File: config.mk
export PLATFORM = sky130hd
export DESIGN_NAME = encoder_frame_angle_decoder_top_flat
export DESIGN_NICKNAME = d
export VERILOG_FILES = /design/src/rtl/core/efad_pkg.sv /design/src/rtl/core/efad_if.sv /design/src/rtl/core/efad_ram.sv /design/src/rtl/core/efad_intake.sv /design/src/rtl/core/efad_emit.sv /design/src/rtl/core/encoder_frame_angle_decoder_top.sv /design/src/flat_wrapper.sv
export SDC_FILE = /design/constraint.sdc
export NUM_CORES = 1
export LEC_CHECK = 0
export ABC_AREA = 1
export BUFFER_PORTS_ARGS = -buffer_cell sky130_fd_sc_hd__buf_4
export CORE_MARGIN = 5
export CORE_UTILIZATION = 60
export DETAILED_ROUTE_END_ITERATION = 12
export PLACE_DENSITY = 0.89
export SLEW_MARGIN = 10
export SYNTH_ARGS = -nofsm -noshare
export SYNTH_HDL_FRONTEND = slang
export SYNTH_SLANG_ARGS = --single-unit
File: constraint.sdc
create_clock -name clock -period 5.95 [get_ports clock]
set_input_delay 0.8925 -clock clock [delete_from_list [all_inputs] [get_ports clock]]
set_output_delay 0.8925 -clock clock [all_outputs]
set_load 0.005 [all_outputs]
File: src/rtl/core/efad_pkg.sv
// Shared constants, types and helpers for the encoder frame angle decoder.
`default_nettype none

package efad_pkg;

   localparam int NUM_READINGS = 8;
   localparam int SLOT_W       = $clog2(NUM_READINGS);
   localparam int BYTE_W       = 8;
   localparam int DATA_BYTES   = 24;
   localparam int ADDR_W       = $clog2(DATA_BYTES);
   localparam int POS_W        = 5;
   localparam int COUNT_W      = 24;
   localparam int VALUE_W      = 34;
   localparam int SCALE_W      = 11;
   localparam int PROD_W       = COUNT_W + SCALE_W;

   localparam logic [POS_W-1:0]  FRAME_LAST    = POS_W'(25);
   localparam logic [BYTE_W-1:0] RECORD_HEADER = 8'd80;

   // counts above the limit and below the span wrap to negative angles
   localparam logic [COUNT_W-1:0]        WRAP_LIMIT = 24'd5000000;
   localparam logic signed [COUNT_W:0]   WRAP_SPAN  = 25'sd10000000;
   localparam logic signed [SCALE_W-1:0] SCALE_LOW  = 11'sd405;
   localparam logic signed [SCALE_W-1:0] SCALE_HIGH = 11'sd810;

   localparam logic [1:0] SEL_LAST = 2'd2;

   typedef struct packed {
      logic done;     // checksum byte transferred
      logic csum_ok;
      logic rec;
   } frame_evt_type;

   typedef enum logic [2:0] {
      ST_IDLE,
      ST_FETCH,
      ST_DRAIN,
      ST_WRAP,
      ST_MUL,
      ST_SEND
   } emit_state_type;

   // output slot to reading: 0,1,2,3,6,7,4,5
   function automatic logic [SLOT_W-1:0] slot_reading(input logic [SLOT_W-1:0] slot);
      slot_reading = {slot[2], slot[1] ^ slot[2], slot[0]};
   endfunction

endpackage

`default_nettype wire

File: src/rtl/core/efad_if.sv
// Valid/ready channel interfaces for byte input and angle results.
`default_nettype none

interface efad_req_if;
   import efad_pkg::*;

   logic              valid;
   logic              ready;
   logic [BYTE_W-1:0] data_byte;
   logic              frame_start;

   modport source (output valid, output data_byte, output frame_start, input ready);
   modport sink   (input valid, input data_byte, input frame_start, output ready);
endinterface

interface efad_rsp_if;
   import efad_pkg::*;

   logic                      valid;
   logic                      ready;
   logic [SLOT_W-1:0]         angle_index;
   logic signed [VALUE_W-1:0] angle_value;
   logic                      record_flag;
   logic                      checksum_error;
   logic                      last_result;

   modport source (output valid, output angle_index, output angle_value,
                   output record_flag, output checksum_error, output last_result,
                   input ready);
   modport sink   (input valid, input angle_index, input angle_value,
                   input record_flag, input checksum_error, input last_result,
                   output ready);
endinterface

`default_nettype wire

File: src/rtl/core/efad_ram.sv
// Generic single-write, single-read RAM with registered read data.
`default_nettype none

module efad_ram #(
   parameter int WIDTH = 8,
   parameter int DEPTH = 24
) (
   input  wire logic                     clock,
   input  wire logic                     wr_en,
   input  wire logic [$clog2(DEPTH)-1:0] wr_addr,
   input  wire logic [WIDTH-1:0]         wr_data,
   input  wire logic                     rd_en,
   input  wire logic [$clog2(DEPTH)-1:0] rd_addr,
   output logic      [WIDTH-1:0]         rd_data
);

   logic [WIDTH-1:0] mem_ff [DEPTH];
   logic [WIDTH-1:0] rd_data_ff;

   always_ff @(posedge clock) begin
      if (wr_en) begin
         mem_ff[wr_addr] <= wr_data;
      end
      if (rd_en) begin
         rd_data_ff <= mem_ff[rd_addr];
      end
   end

   assign rd_data = rd_data_ff;

endmodule

`default_nettype wire

File: src/rtl/core/efad_intake.sv
// Frame intake: byte position, running XOR, header capture and store writes.
`default_nettype none

module efad_intake (
   input  wire logic                           clock,
   input  wire logic                           reset,
   input  wire logic                           accept,
   input  wire logic [efad_pkg::BYTE_W-1:0]    data_byte,
   input  wire logic                           frame_start,
   output logic                                wr_en,
   output logic      [efad_pkg::ADDR_W-1:0]    wr_addr,
   output logic      [efad_pkg::BYTE_W-1:0]    wr_data,
   output efad_pkg::frame_evt_type             frame_evt
);
   import efad_pkg::*;

   logic [POS_W-1:0]  pos_ff, pos_in;
   logic [BYTE_W-1:0] xor_ff, xor_in;
   logic [BYTE_W-1:0] header_ff, header_in;

   always_comb begin
      pos_in         = pos_ff;
      xor_in         = xor_ff;
      header_in      = header_ff;
      wr_en          = 1'b0;
      wr_addr        = ADDR_W'(pos_ff - POS_W'(1));
      wr_data        = data_byte;
      frame_evt      = '0;
      frame_evt.rec  = (header_ff == RECORD_HEADER);
      frame_evt.csum_ok = (xor_ff == data_byte);
      if (accept) begin
         if (frame_start) begin
            header_in = data_byte;
            xor_in    = '0;
            pos_in    = POS_W'(1);
         end else if (pos_ff inside {[1:DATA_BYTES]}) begin
            wr_en  = 1'b1;
            xor_in = xor_ff ^ data_byte;
            pos_in = pos_ff + POS_W'(1);
         end else begin
            // stray byte or checksum byte: back to waiting for a header
            pos_in         = '0;
            frame_evt.done = (pos_ff == FRAME_LAST);
         end
      end
   end

   always_ff @(posedge clock) begin
      if (reset) begin
         pos_ff    <= '0;
         xor_ff    <= '0;
         header_ff <= '0;
      end else begin
         pos_ff    <= pos_in;
         xor_ff    <= xor_in;
         header_ff <= header_in;
      end
   end

endmodule

`default_nettype wire

File: src/rtl/core/efad_emit.sv
// Result sequencer: reads each count from the store, wraps, scales and sends it; a bad checksum gives one error result.
`default_nettype none

module efad_emit (
   input  wire logic                        clock,
   input  wire logic                        reset,
   input  efad_pkg::frame_evt_type          frame_evt,
   output logic                             rd_en,
   output logic      [efad_pkg::ADDR_W-1:0] rd_addr,
   input  wire logic [efad_pkg::BYTE_W-1:0] rd_data,
   output logic                             busy,
   efad_rsp_if.source                       rsp_bus
);
   import efad_pkg::*;

   emit_state_type state_ff, state_in;

   logic [SLOT_W-1:0]          slot_ff;
   logic [1:0]                 sel_ff;
   logic                       err_ff;
   logic                       rec_ff;
   logic                       rd_pend_ff;
   logic [COUNT_W-1:0]         cnt_ff;
   logic signed [COUNT_W-1:0]  wrap_ff;
   logic signed [VALUE_W-1:0]  value_ff;

   logic [SLOT_W-1:0]          reading;
   logic                       slot_last;
   logic                       res_last;
   logic                       send_done;
   logic signed [COUNT_W:0]    wrap_c;
   logic signed [SCALE_W-1:0]  scale_c;
   logic signed [PROD_W-1:0]   mul_c;

   assign reading   = slot_reading(slot_ff);
   assign slot_last = (slot_ff == SLOT_W'(NUM_READINGS - 1));
   assign res_last  = err_ff | slot_last;
   assign send_done = (state_ff == ST_SEND) && rsp_bus.ready;

   assign wrap_c  = (cnt_ff > WRAP_LIMIT) ? ($signed({1'b0, cnt_ff}) - WRAP_SPAN)
                                          : $signed({1'b0, cnt_ff});
   assign scale_c = reading[2] ? SCALE_HIGH : SCALE_LOW;
   assign mul_c   = PROD_W'(wrap_ff) * PROD_W'(scale_c);

   // next state
   always_comb begin
      state_in = state_ff;
      case (state_ff)
         ST_IDLE: begin
            if (frame_evt.done) begin
               state_in = frame_evt.csum_ok ? ST_FETCH : ST_SEND;
            end
         end
         ST_FETCH: begin
            if (sel_ff == SEL_LAST) begin
               state_in = ST_DRAIN;
            end
         end
         ST_DRAIN: state_in = ST_WRAP;
         ST_WRAP:  state_in = ST_MUL;
         ST_MUL:   state_in = ST_SEND;
         ST_SEND: begin
            if (rsp_bus.ready) begin
               state_in = res_last ? ST_IDLE : ST_FETCH;
            end
         end
         default:  state_in = ST_IDLE;
      endcase
   end

   // outputs
   always_comb begin
      rd_en         = 1'b0;
      rd_addr       = ADDR_W'({reading, 1'b0}) + ADDR_W'(reading) + ADDR_W'(sel_ff);
      busy          = 1'b1;
      rsp_bus.valid = 1'b0;
      case (state_ff)
         ST_IDLE:  busy = 1'b0;
         ST_FETCH: rd_en = 1'b1;
         ST_SEND:  rsp_bus.valid = 1'b1;
         default:  busy = 1'b1;
      endcase
   end

   assign rsp_bus.angle_index    = slot_ff;
   assign rsp_bus.angle_value    = value_ff;
   assign rsp_bus.record_flag    = rec_ff;
   assign rsp_bus.checksum_error = err_ff;
   assign rsp_bus.last_result    = res_last;

   always_ff @(posedge clock) begin
      if (reset) begin
         state_ff   <= ST_IDLE;
         rd_pend_ff <= 1'b0;
         slot_ff    <= '0;
         sel_ff     <= '0;
         err_ff     <= 1'b0;
      end else begin
         state_ff   <= state_in;
         rd_pend_ff <= rd_en;
         if (state_ff == ST_IDLE && frame_evt.done) begin
            slot_ff <= '0;
            sel_ff  <= '0;
            err_ff  <= ~frame_evt.csum_ok;
         end
         if (state_ff == ST_FETCH) begin
            sel_ff <= (sel_ff == SEL_LAST) ? 2'd0 : sel_ff + 2'd1;
         end
         if (send_done && !res_last) begin
            slot_ff <= slot_ff + SLOT_W'(1);
         end
      end
   end

   // payload
   always_ff @(posedge clock) begin
      if (state_ff == ST_IDLE && frame_evt.done) begin
         rec_ff   <= frame_evt.rec;
         value_ff <= '0;
      end
      if (rd_pend_ff) begin
         // big-endian: shift in one byte per read
         cnt_ff <= {cnt_ff[COUNT_W-BYTE_W-1:0], rd_data};
      end
      if (state_ff == ST_WRAP) begin
         wrap_ff <= wrap_c[COUNT_W-1:0];
      end
      if (state_ff == ST_MUL) begin
         value_ff <= $signed(mul_c[VALUE_W-1:0]);
      end
   end

   a_evt_only_idle: assert property (@(posedge clock) disable iff (reset)
      frame_evt.done |-> (state_ff == ST_IDLE))
      else $error("frame end seen while results still pending");

   a_rd_in_range: assert property (@(posedge clock) disable iff (reset)
      rd_en |-> (rd_addr < ADDR_W'(DATA_BYTES)))
      else $error("store read out of range");

   a_next_slot: assert property (@(posedge clock) disable iff (reset)
      (send_done && !res_last) |=>
         (state_ff == ST_FETCH && slot_ff == $past(slot_ff) + SLOT_W'(1)))
      else $error("slot did not advance after transfer");

   a_err_single: assert property (@(posedge clock) disable iff (reset)
      (rsp_bus.valid && err_ff) |-> (slot_ff == '0 && value_ff == '0))
      else $error("error result carries data");

   a_fetch_aligned: assert property (@(posedge clock) disable iff (reset)
      ((state_ff == ST_SEND) && rsp_bus.ready && !res_last) |=> (sel_ff == 2'd0))
      else $error("byte select misaligned at start of fetch");

endmodule

`default_nettype wire

File: src/rtl/core/encoder_frame_angle_decoder_top.sv
// Top level of the encoder frame angle decoder.
//
//   channel   dir   payload                                        transfer when
//   req_bus   in    data_byte, frame_start                         valid && ready
//   rsp_bus   out   angle_index, angle_value, record_flag,         valid && ready
//                   checksum_error, last_result
//
// A byte is taken whenever valid is high and the decoder is not busy. After a
// frame's checksum byte the input stalls while results go out: an error result
// is offered the next cycle; a good frame gives eight results, each through
// three reads of the single store read port, a drain state for the last read
// data, the wrap, the multiply and the send state, which holds for any rsp stall.
// Synchronous reset returns to waiting for a header; the store needs no clear.
`default_nettype none

module encoder_frame_angle_decoder_top (
   input  wire logic  clock,
   input  wire logic  reset,
   efad_req_if.sink   req_bus,
   efad_rsp_if.source rsp_bus
);
   import efad_pkg::*;

   logic                    accept;
   logic                    busy;
   logic                    wr_en;
   logic [ADDR_W-1:0]       wr_addr;
   logic [BYTE_W-1:0]       wr_data;
   logic                    rd_en;
   logic [ADDR_W-1:0]       rd_addr;
   logic [BYTE_W-1:0]       rd_data;
   frame_evt_type           frame_evt;

   assign req_bus.ready = ~busy;
   assign accept        = req_bus.valid & ~busy;

   efad_intake u_intake (
      .clock       (clock),
      .reset       (reset),
      .accept      (accept),
      .data_byte   (req_bus.data_byte),
      .frame_start (req_bus.frame_start),
      .wr_en       (wr_en),
      .wr_addr     (wr_addr),
      .wr_data     (wr_data),
      .frame_evt   (frame_evt)
   );

   efad_ram #(
      .WIDTH (BYTE_W),
      .DEPTH (DATA_BYTES)
   ) u_store (
      .clock   (clock),
      .wr_en   (wr_en),
      .wr_addr (wr_addr),
      .wr_data (wr_data),
      .rd_en   (rd_en),
      .rd_addr (rd_addr),
      .rd_data (rd_data)
   );

   efad_emit u_emit (
      .clock     (clock),
      .reset     (reset),
      .frame_evt (frame_evt),
      .rd_en     (rd_en),
      .rd_addr   (rd_addr),
      .rd_data   (rd_data),
      .busy      (busy),
      .rsp_bus   (rsp_bus)
   );

endmodule

`default_nettype wire
File: src/flat_wrapper.sv
// flat-port wrapper written by rule: the top's interface ports become plain ports
module encoder_frame_angle_decoder_top_flat import efad_pkg::*;
  (clock, reset, req_bus_valid, req_bus_data_byte, req_bus_frame_start, req_bus_ready, rsp_bus_valid, rsp_bus_angle_index, rsp_bus_angle_value, rsp_bus_record_flag, rsp_bus_checksum_error, rsp_bus_last_result, rsp_bus_ready);
  efad_req_if req_bus_i ();
  efad_rsp_if rsp_bus_i ();
  input  wire logic clock;
  input  wire logic reset;
  input wire logic [$bits(req_bus_i.valid)-1:0] req_bus_valid;
  input wire logic [$bits(req_bus_i.data_byte)-1:0] req_bus_data_byte;
  input wire logic [$bits(req_bus_i.frame_start)-1:0] req_bus_frame_start;
  output wire logic [$bits(req_bus_i.ready)-1:0] req_bus_ready;
  output wire logic [$bits(rsp_bus_i.valid)-1:0] rsp_bus_valid;
  output wire logic [$bits(rsp_bus_i.angle_index)-1:0] rsp_bus_angle_index;
  output wire logic [$bits(rsp_bus_i.angle_value)-1:0] rsp_bus_angle_value;
  output wire logic [$bits(rsp_bus_i.record_flag)-1:0] rsp_bus_record_flag;
  output wire logic [$bits(rsp_bus_i.checksum_error)-1:0] rsp_bus_checksum_error;
  output wire logic [$bits(rsp_bus_i.last_result)-1:0] rsp_bus_last_result;
  input wire logic [$bits(rsp_bus_i.ready)-1:0] rsp_bus_ready;
  assign req_bus_i.valid = req_bus_valid;
  assign req_bus_i.data_byte = req_bus_data_byte;
  assign req_bus_i.frame_start = req_bus_frame_start;
  assign req_bus_ready = req_bus_i.ready;
  assign rsp_bus_valid = rsp_bus_i.valid;
  assign rsp_bus_angle_index = rsp_bus_i.angle_index;
  assign rsp_bus_angle_value = rsp_bus_i.angle_value;
  assign rsp_bus_record_flag = rsp_bus_i.record_flag;
  assign rsp_bus_checksum_error = rsp_bus_i.checksum_error;
  assign rsp_bus_last_result = rsp_bus_i.last_result;
  assign rsp_bus_i.ready = rsp_bus_ready;
  encoder_frame_angle_decoder_top u_core (.clock(clock), .reset(reset), .req_bus(req_bus_i), .rsp_bus(rsp_bus_i));
endmodule
==> results of run 1 <==
power by group through the flow:
stage          combinational [uW]  clock, uW  sequential (uW)
2_1_floorplan                 907          0             2640
3_3_place_gp                 1250          0             2650
3_5_place_dp                 1290          0             2650
4_1_cts                      1310       2140             2600
5_1_grt                      1480       2240             2610
6_report                     1320       2120             2600
metal layers:
metal	track usage, %	share of wire, %	up-vias
li1	-	-	7082
met1	29.4	37	7158
met2	44.6	51	699
met3	3.60	7.6	139
met4	9.92	4.2	0
met5	0	0	-
through the flow:
| step | utilization (%) | cell area, um2 | worst slack [ns] | hold slack (ns) |
|---|---|---|---|---|
| floorplan | - | 20500 | 0.662 | 0.400 |
| global placement | 63.3 | 21300 | 0.789 | 0.403 |
| detailed placement | 63.3 | 21300 | 0.653 | 0.405 |
| CTS | 66.6 | 22400 | 0.534 | 0.423 |
| global route | 66.6 | 22400 | 0.184 | 0.428 |
| finish | 66.6 | 22400 | 0.518 | 0.422 |
cell usage after synthesis, types with 2 or more instances:
cell type	count
nor2_2	4
nand2_1	441
o21ai_0	153
o21bai_1	2
buf_6	2
o22ai_1	16
fa_1	149
dfxtp_1	31
and2_1	3
nor3_1	11
nand3_1	76
ha_1	108
clkbuf_1	57
inv_1	386
buf_1	2
edfxtp_1	283
or2_2	3
nor3_2	2
nor2_4	4
conb_1	2
xnor2_1	12
nand3b_1	3
buf_2	16
nor2_1	289
a21oi_1	69
o211ai_1	26
nand4_1	10
nand2_2	2
o21a_1	4
xor2_1	20
flip-flops by register name, indices dropped and copies added, names as in the netlist, 5 cells and up:
| name | count |
|---|---|
| u_core.u_intake.header_ff | 8 |
| u_core.u_intake.pos_ff | 5 |
| u_core.u_emit.rsp_bus.angle_value | 34 |
| u_core.u_store.mem_ff | 192 |
| u_core.u_store.rd_data | 8 |
| u_core.u_intake.xor_ff | 8 |
| u_core.u_emit.cnt_ff | 24 |
| u_core.u_emit.wrap_ff | 24 |
worst paths after layout:
check / from / endpoint / slack, ns / depth (start not counted)
worst max-delay path: u_core.u_emit.wrap_ff[23] / u_core.u_emit.rsp_bus.angle_value[33] / 0.52 / 19
worst min-delay path: u_core.u_store.rd_data[0] / u_core.u_emit.cnt_ff[0] / 0.42 / 0
worst max register to register: u_core.u_emit.wrap_ff[23] / u_core.u_emit.rsp_bus.angle_value[33] / 0.52 / 19
worst min register to register: u_core.u_store.rd_data[0] / u_core.u_emit.cnt_ff[0] / 0.42 / 0
layout by cell type (no fill, tap or decap), types with 24 or more instances in the layout:
cell / instances
ha_1: 107
edfxtp_1: 283
clkbuf_16: 35
nand3_1: 76
dfxtp_1: 30
nand2_1: 441
buf_4: 62
conb_1: 24
a21oi_1: 69
o21ai_0: 153
nor2_1: 289
o211ai_1: 26
fa_1: 149
inv_1: 385
cell type report:
class | instances | area, um2 | share of cell area [%]
sequential | 314 | 9120 | 40.7
clock buffer | 38 | 887 | 3.96
multi-input combinational | 1439 | 9650 | 43.1
clock inverter | 23 | 229 | 1.02
timing repair buffer | 63 | 485 | 2.17
tap | 448 | 561 | 2.50
inverter | 388 | 1460 | 6.51
critical path: cells and delay by family, from the launching register on:
family | cells | cell delay (ns)
compound gates | 3 | 0.58
fa+ha+maj | 6 | 3.00
buf+inv | 5 | 0.62
flops | 1 | 0.47
simple gates | 5 | 0.53
cells by family after synthesis:
logic type / Yosys count / share of synthesized area (%)
DFF: 314 / 44.6
buffers and inverters: 467 / 8.76
other: 2 / 0.0367
xor gates and xnor gates: 32 / 1.37
adders and majority gates: 257 / 21.2
and+or+nand+nor: 850 / 16.7
AOI/OAI and AO/OA: 276 / 7.36
==> impl_metrics.py, run 1 <==
metrics = {
    "worst_setup_path": {
        "crit_arrival_ns": 5.71,
        "crit_path_end_kind": "flip-flop",
        "crit_type": "reg -> reg",
        "crit_top_cell": "inv_1",
        "crit_slowest_cell": "fa_1",
        "crit_chain": "nand2_1 -> inv_1 -> ha_1 -> inv_1 -> fa_1 -> inv_1 -> fa_1 -> inv_1 -> fa_1 -> fa_1 -> inv_1 -> ha_1 -> a21o_1 -> a21oi_1 -> nand2_1 -> a21oi_1 -> nand3_1 -> nand2_1 -> nor2_1",
        "critPathMaxFanout": 7,
        "startpoint_type": "flip-flop",
        "crit_required_ns": 6.23,
        "cpPeakStageDelay_ns": 0.59,
    },
    "pwr": {
        "p_sw_uw": 1870,
        "power.internal_uw": 4180,
        "clockPowerShare_pct": 35.1,
        "p_comb_share_pct": 21.9,
        "swShare_pct": 30.9,
        "power_leakage_uw": 0.0101,
        "seqPwrFrac_pct": 43.0,
        "powerDensity_mw_per_mm2": 270,
        "finalPower_uw": 6050,
        "ir_drop_mv": 0.361,
    },
    "logic_synthesis": {
        "yosys.area.top_type_share_pct": 41.5,
        "yosys-top-cells-area": "edfxtp_1, fa_1, nand2_1",
        "ys_ff_latch": 314,
        "synth_ff_type": "edfxtp_1",
        "synth-async-reset-ratio_pct": 0,
        "syn-mean-instance-area_um2": 9.31,
        "synth_cells": 2198,
        "yosysWarnings": 0,
        "synth_cell_types": 42,
        "synth-edff-count": 283,
        "synth_area_mm2": 0.0205,
        "yosysSeqAreaShare_pct": 44.6,
        "synth_area_leader_cell": "edfxtp_1",
    },
    "sta": {
        "finalCritPeriodShare_pct": 91.3,
        "finalCriticalPeriod_ns": 5.43,
        "tightest_slew_ns": 1.02,
        "skew_ns": 0.0181,
        "hold_viol": 0,
        "slew_violations": 0,
        "fmax_mhz": 184,
        "finalSetupViolCount": 0,
        "timing.setup.tns_ns": 0,
        "slew-limit-headroom_pct": 31.9,
        "rsz0062_at_grt": "no",
    },
    "detailed_routing": {
        "via_per_inst": 5.56,
        "ant_nets": 0,
        "drtIter0Drc": 1528,
        "postRouteWirelength_um": 46500,
        "firstDrtPassIters": 6,
        "wl_per_cell_um": 17.1,
        "drc": 0,
        "vias": 15078,
    },
    "clock_network": {
        "htreeDepth": 2,
        "numCtsBuffers": 35,
        "cts_setup_buffers": 0,
        "ctsResizeCount": 0,
        "cts.sinks": 314,
        "cts_hold_buffers": 0,
        "cts_max_path_buffers": 3,
        "cts_tree": "built",
        "root_buffer": "clkbuf_16",
        "path_clk_slew_ns": 0.06,
        "clk_latency_ns": 0.54,
    },
    "floorplanning": {
        "dieArea_mm2": 0.0379,
        "pin_count": 55,
        "core_mm2": 0.0336,
        "die_y_um": 195,
        "initial_core_util_pct": 60.9,
        "fp.dieW_um": 195,
        "rows": 67,
    },
    "cells_and_area": {
        "finalNetCount": 2511,
        "drive_gt1_share_pct": 6.18,
        "num_antenna_cells": 0,
        "fillers": 2458,
        "syn2layout_area_growth_pct": 9.37,
        "instances_no_fill": 2713,
    },
    "global_routing": {
        "grt_overflow": 0,
        "grt_max_degree": 80,
        "antenna_found_initial": 0,
        "grt_pass1_vias": 15536,
        "grt.total_usage_pct": 24.6,
        "grt_first_pass_wirelength_um": 76000,
    },
    "place": {
        "dp_cells": 2652,
        "dp_hpwl_um": 33100,
        "gp_congestion": 0.989,
        "port_buffers": 54,
    },
    "run_status": {
        "status": "finished, final reports clean",
    },
    "run": {
        "maxCapViolations": 0,
    },
    "worst_hold_path": {
        "hold_class": "reg -> reg",
    },
}
Power figures use the tool's default switching activity.
==> run 2, diff against run 1 <==
--- a/config.mk
+++ b/config.mk
@@ -7,10 +7,12 @@
 export LEC_CHECK = 0
 export ABC_AREA = 1
 export BUFFER_PORTS_ARGS = -buffer_cell sky130_fd_sc_hd__buf_4
+export CELL_PAD_IN_SITES_DETAIL_PLACEMENT = 1
+export CELL_PAD_IN_SITES_GLOBAL_PLACEMENT = 1
 export CORE_MARGIN = 5
-export CORE_UTILIZATION = 60
+export CORE_UTILIZATION = 50
 export DETAILED_ROUTE_END_ITERATION = 12
-export PLACE_DENSITY = 0.89
+export PLACE_DENSITY = 0.93
 export SLEW_MARGIN = 10
 export SYNTH_ARGS = -nofsm -noshare
 export SYNTH_HDL_FRONTEND = slang
==> run 2 against run 1 <==
- sequential share of layout area is 0.22 points lower
- clock-buffer cell count is 6 higher
- worst setup slack worse by 0.25 ns
- sequential power hardly changed
- routed wire length is 35% higher
==> impl_metrics.py, run 2 (synthesis gave the netlist of run 1 again) <==
metrics = {
    "run_status": {
        "status": "finished, final reports clean",
    },
    "cells_and_area": {
        "finalNetCount": 2512,
        "final_cell_area_mm2": 0.0225,
        "drive_gt1_share_pct": 6.17,
        "final_common_cell": "nand2_1",
        "syn2layout_area_growth_pct": 9.96,
        "largest_reg_flops": 192,
        "num_antenna_cells": 0,
        "largest_register": "u_core.u_store.mem_ff",
        "mostFrequentLayoutCells": "nand2_1, inv_1, nor2_1, edfxtp_1, o21ai_0",
    },
    "place": {
        "gp_congestion": 0.884,
        "port_buffers": 54,
        "pre_cts_ws_ns": 0.396,
        "dp_hpwl_um": 45300,
        "placed_cell_area_mm2": 0.0214,
    },
    "sta": {
        "timing.setup.tns_ns": 0,
        "finalSetupViolCount": 0,
        "rsz0062_at_grt": "no",
        "skew_ns": 0.0309,
        "slew_violations": 0,
        "tightest_slew_ns": 1.13,
        "finalCritPeriodShare_pct": 95.5,
        "hold_viol": 0,
        "slew-limit-headroom_pct": 24.4,
        "finalCriticalPeriod_ns": 5.69,
        "fmax_mhz": 176,
        "setup_slack_ns": 0.265,
    },
    "worst_setup_path": {
        "critPathMaxFanout": 60,
        "crit_buf_inv": 4,
        "cpPeakStageDelay_ns": 0.60,
        "crit_chain": "buf_12 -> nand2_1 -> o21ai_0 -> ha_1 -> fa_1 -> fa_1 -> fa_1 -> inv_1 -> fa_1 -> inv_1 -> ha_1 -> nand2_1 -> nor2_1 -> inv_1 -> nor2_1 -> and2_1 -> nand2_1 -> a21oi_1 -> nor2_1",
        "startpoint_type": "flip-flop",
        "crit_required_ns": 6.28,
        "cp_top_family": "adder cells",
        "crit_slowest_cell": "fa_1",
        "crit_path_end_kind": "flip-flop",
        "crit_arrival_ns": 6.02,
        "crit_type": "reg -> reg",
        "crit_top_cell": "fa_1",
    },
    "clock_network": {
        "cts.sinks": 314,
        "htreeDepth": 2,
        "clk_latency_ns": 0.57,
        "numCtsBuffers": 36,
        "cts_setup_buffers": 0,
        "cts_max_path_buffers": 3,
        "cts_tree": "built",
        "root_buffer": "clkbuf_16",
        "path_clk_slew_ns": 0.06,
        "ctsResizeCount": 0,
        "cts_hold_buffers": 0,
    },
    "global_routing": {
        "grt_pass1_vias": 17927,
        "grt_first_pass_wirelength_um": 97900,
        "antenna_found_initial": 0,
        "grt_overflow": 0,
        "grt.total_usage_pct": 28.1,
        "grt_max_degree": 97,
    },
    "worst_hold_path": {
        "hold_class": "reg -> reg",
    },
    "floorplanning": {
        "initial_core_util_pct": 50.4,
        "dieArea_mm2": 0.0451,
        "rows": 74,
        "fp.dieW_um": 212,
        "die_y_um": 212,
        "core_mm2": 0.0406,
        "pin_count": 55,
    },
    "detailed_routing": {
        "firstDrtPassIters": 5,
        "drc": 0,
        "wl_per_cell_um": 22.4,
        "drtIter0Drc": 1226,
        "vias": 15911,
        "ant_nets": 0,
        "postRouteWirelength_um": 62800,
        "via_per_inst": 5.68,
    },
    "pwr": {
        "powerDensity_mw_per_mm2": 276,
        "clockPowerShare_pct": 34.9,
        "p_comb_share_pct": 23.1,
        "swShare_pct": 33.2,
        "power.internal_uw": 4150,
        "power_leakage_uw": 0.0101,
        "finalPower_uw": 6220,
        "ir_drop_mv": 0.306,
        "p_sw_uw": 2070,
        "seqPwrFrac_pct": 42.0,
    },
    "run": {
        "maxCapViolations": 0,
    },
}
-- run 2: changes by cell type in the layout (fill, tap and decap cells not counted), moves of 2 or more --
cell / change
inv_8: -3
clkbuf_1: +4
bufinv_16: -2
clkinv_16: +2
-- run 2: final timing paths --
path | start | end | slack [ns] | depth (start not counted)
max | u_core.u_emit.rsp_bus.angle_index[2] | u_core.u_emit.rsp_bus.angle_value[31] | 0.26 | 19
min | u_core.u_store.rd_data[1] | u_core.u_emit.cnt_ff[1] | 0.41 | 0
max reg2reg | u_core.u_emit.rsp_bus.angle_index[2] | u_core.u_emit.rsp_bus.angle_value[31] | 0.26 | 19
min reg2reg | u_core.u_store.rd_data[1] | u_core.u_emit.cnt_ff[1] | 0.41 | 0
-- run 2: routing by layer --
layer | track usage, % | share of wire [%]
met1 | 29.6 | 35
met2 | 54.2 | 54
met3 | 4.15 | 4.9
met4 | 14.4 | 5.8
met5 | 0 | 0
-- run 2: cell type report --
cell class                      count  area (um2)
Inverter                          388        1460
Multi-Input combinational cell   1439        9650
Fill cell                        4620       18100
Timing Repair Buffer               63         485
Clock buffer                       44         941
Tap cell                          532         666
Sequential cell                   314        9120
Clock inverter                     20         189
-- run 2: metrics by stage --
stage / cells / hold WS, ns / utilization [%]
floorplan: 2220 / 0.400 / -
global placement: 2736 / 0.401 / 52.6
detailed placement: 2736 / 0.409 / 52.6
CTS: 2800 / 0.413 / 55.4
global route: 2800 / 0.426 / 55.4
finish: 2800 / 0.413 / 55.4
-- run 2: worst reg2reg max path: cells and delay by family, from the launching register on --
kind | cells | cell delay, ns
compound gates | 2 | 0.32
simple gates | 7 | 1.24
fa+ha+maj | 6 | 2.92
flops | 1 | 0.46
buf+inv | 4 | 0.50
-- run 2: power by group through the flow --
stage	registers [uW]	logic, uW	clock network [uW]
2_1_floorplan	2640	907	0
3_3_place_gp	2650	1280	0
3_5_place_dp	2660	1380	0
4_1_cts	2610	1420	2180
5_1_grt	2620	1580	2290
6_report	2610	1440	2170
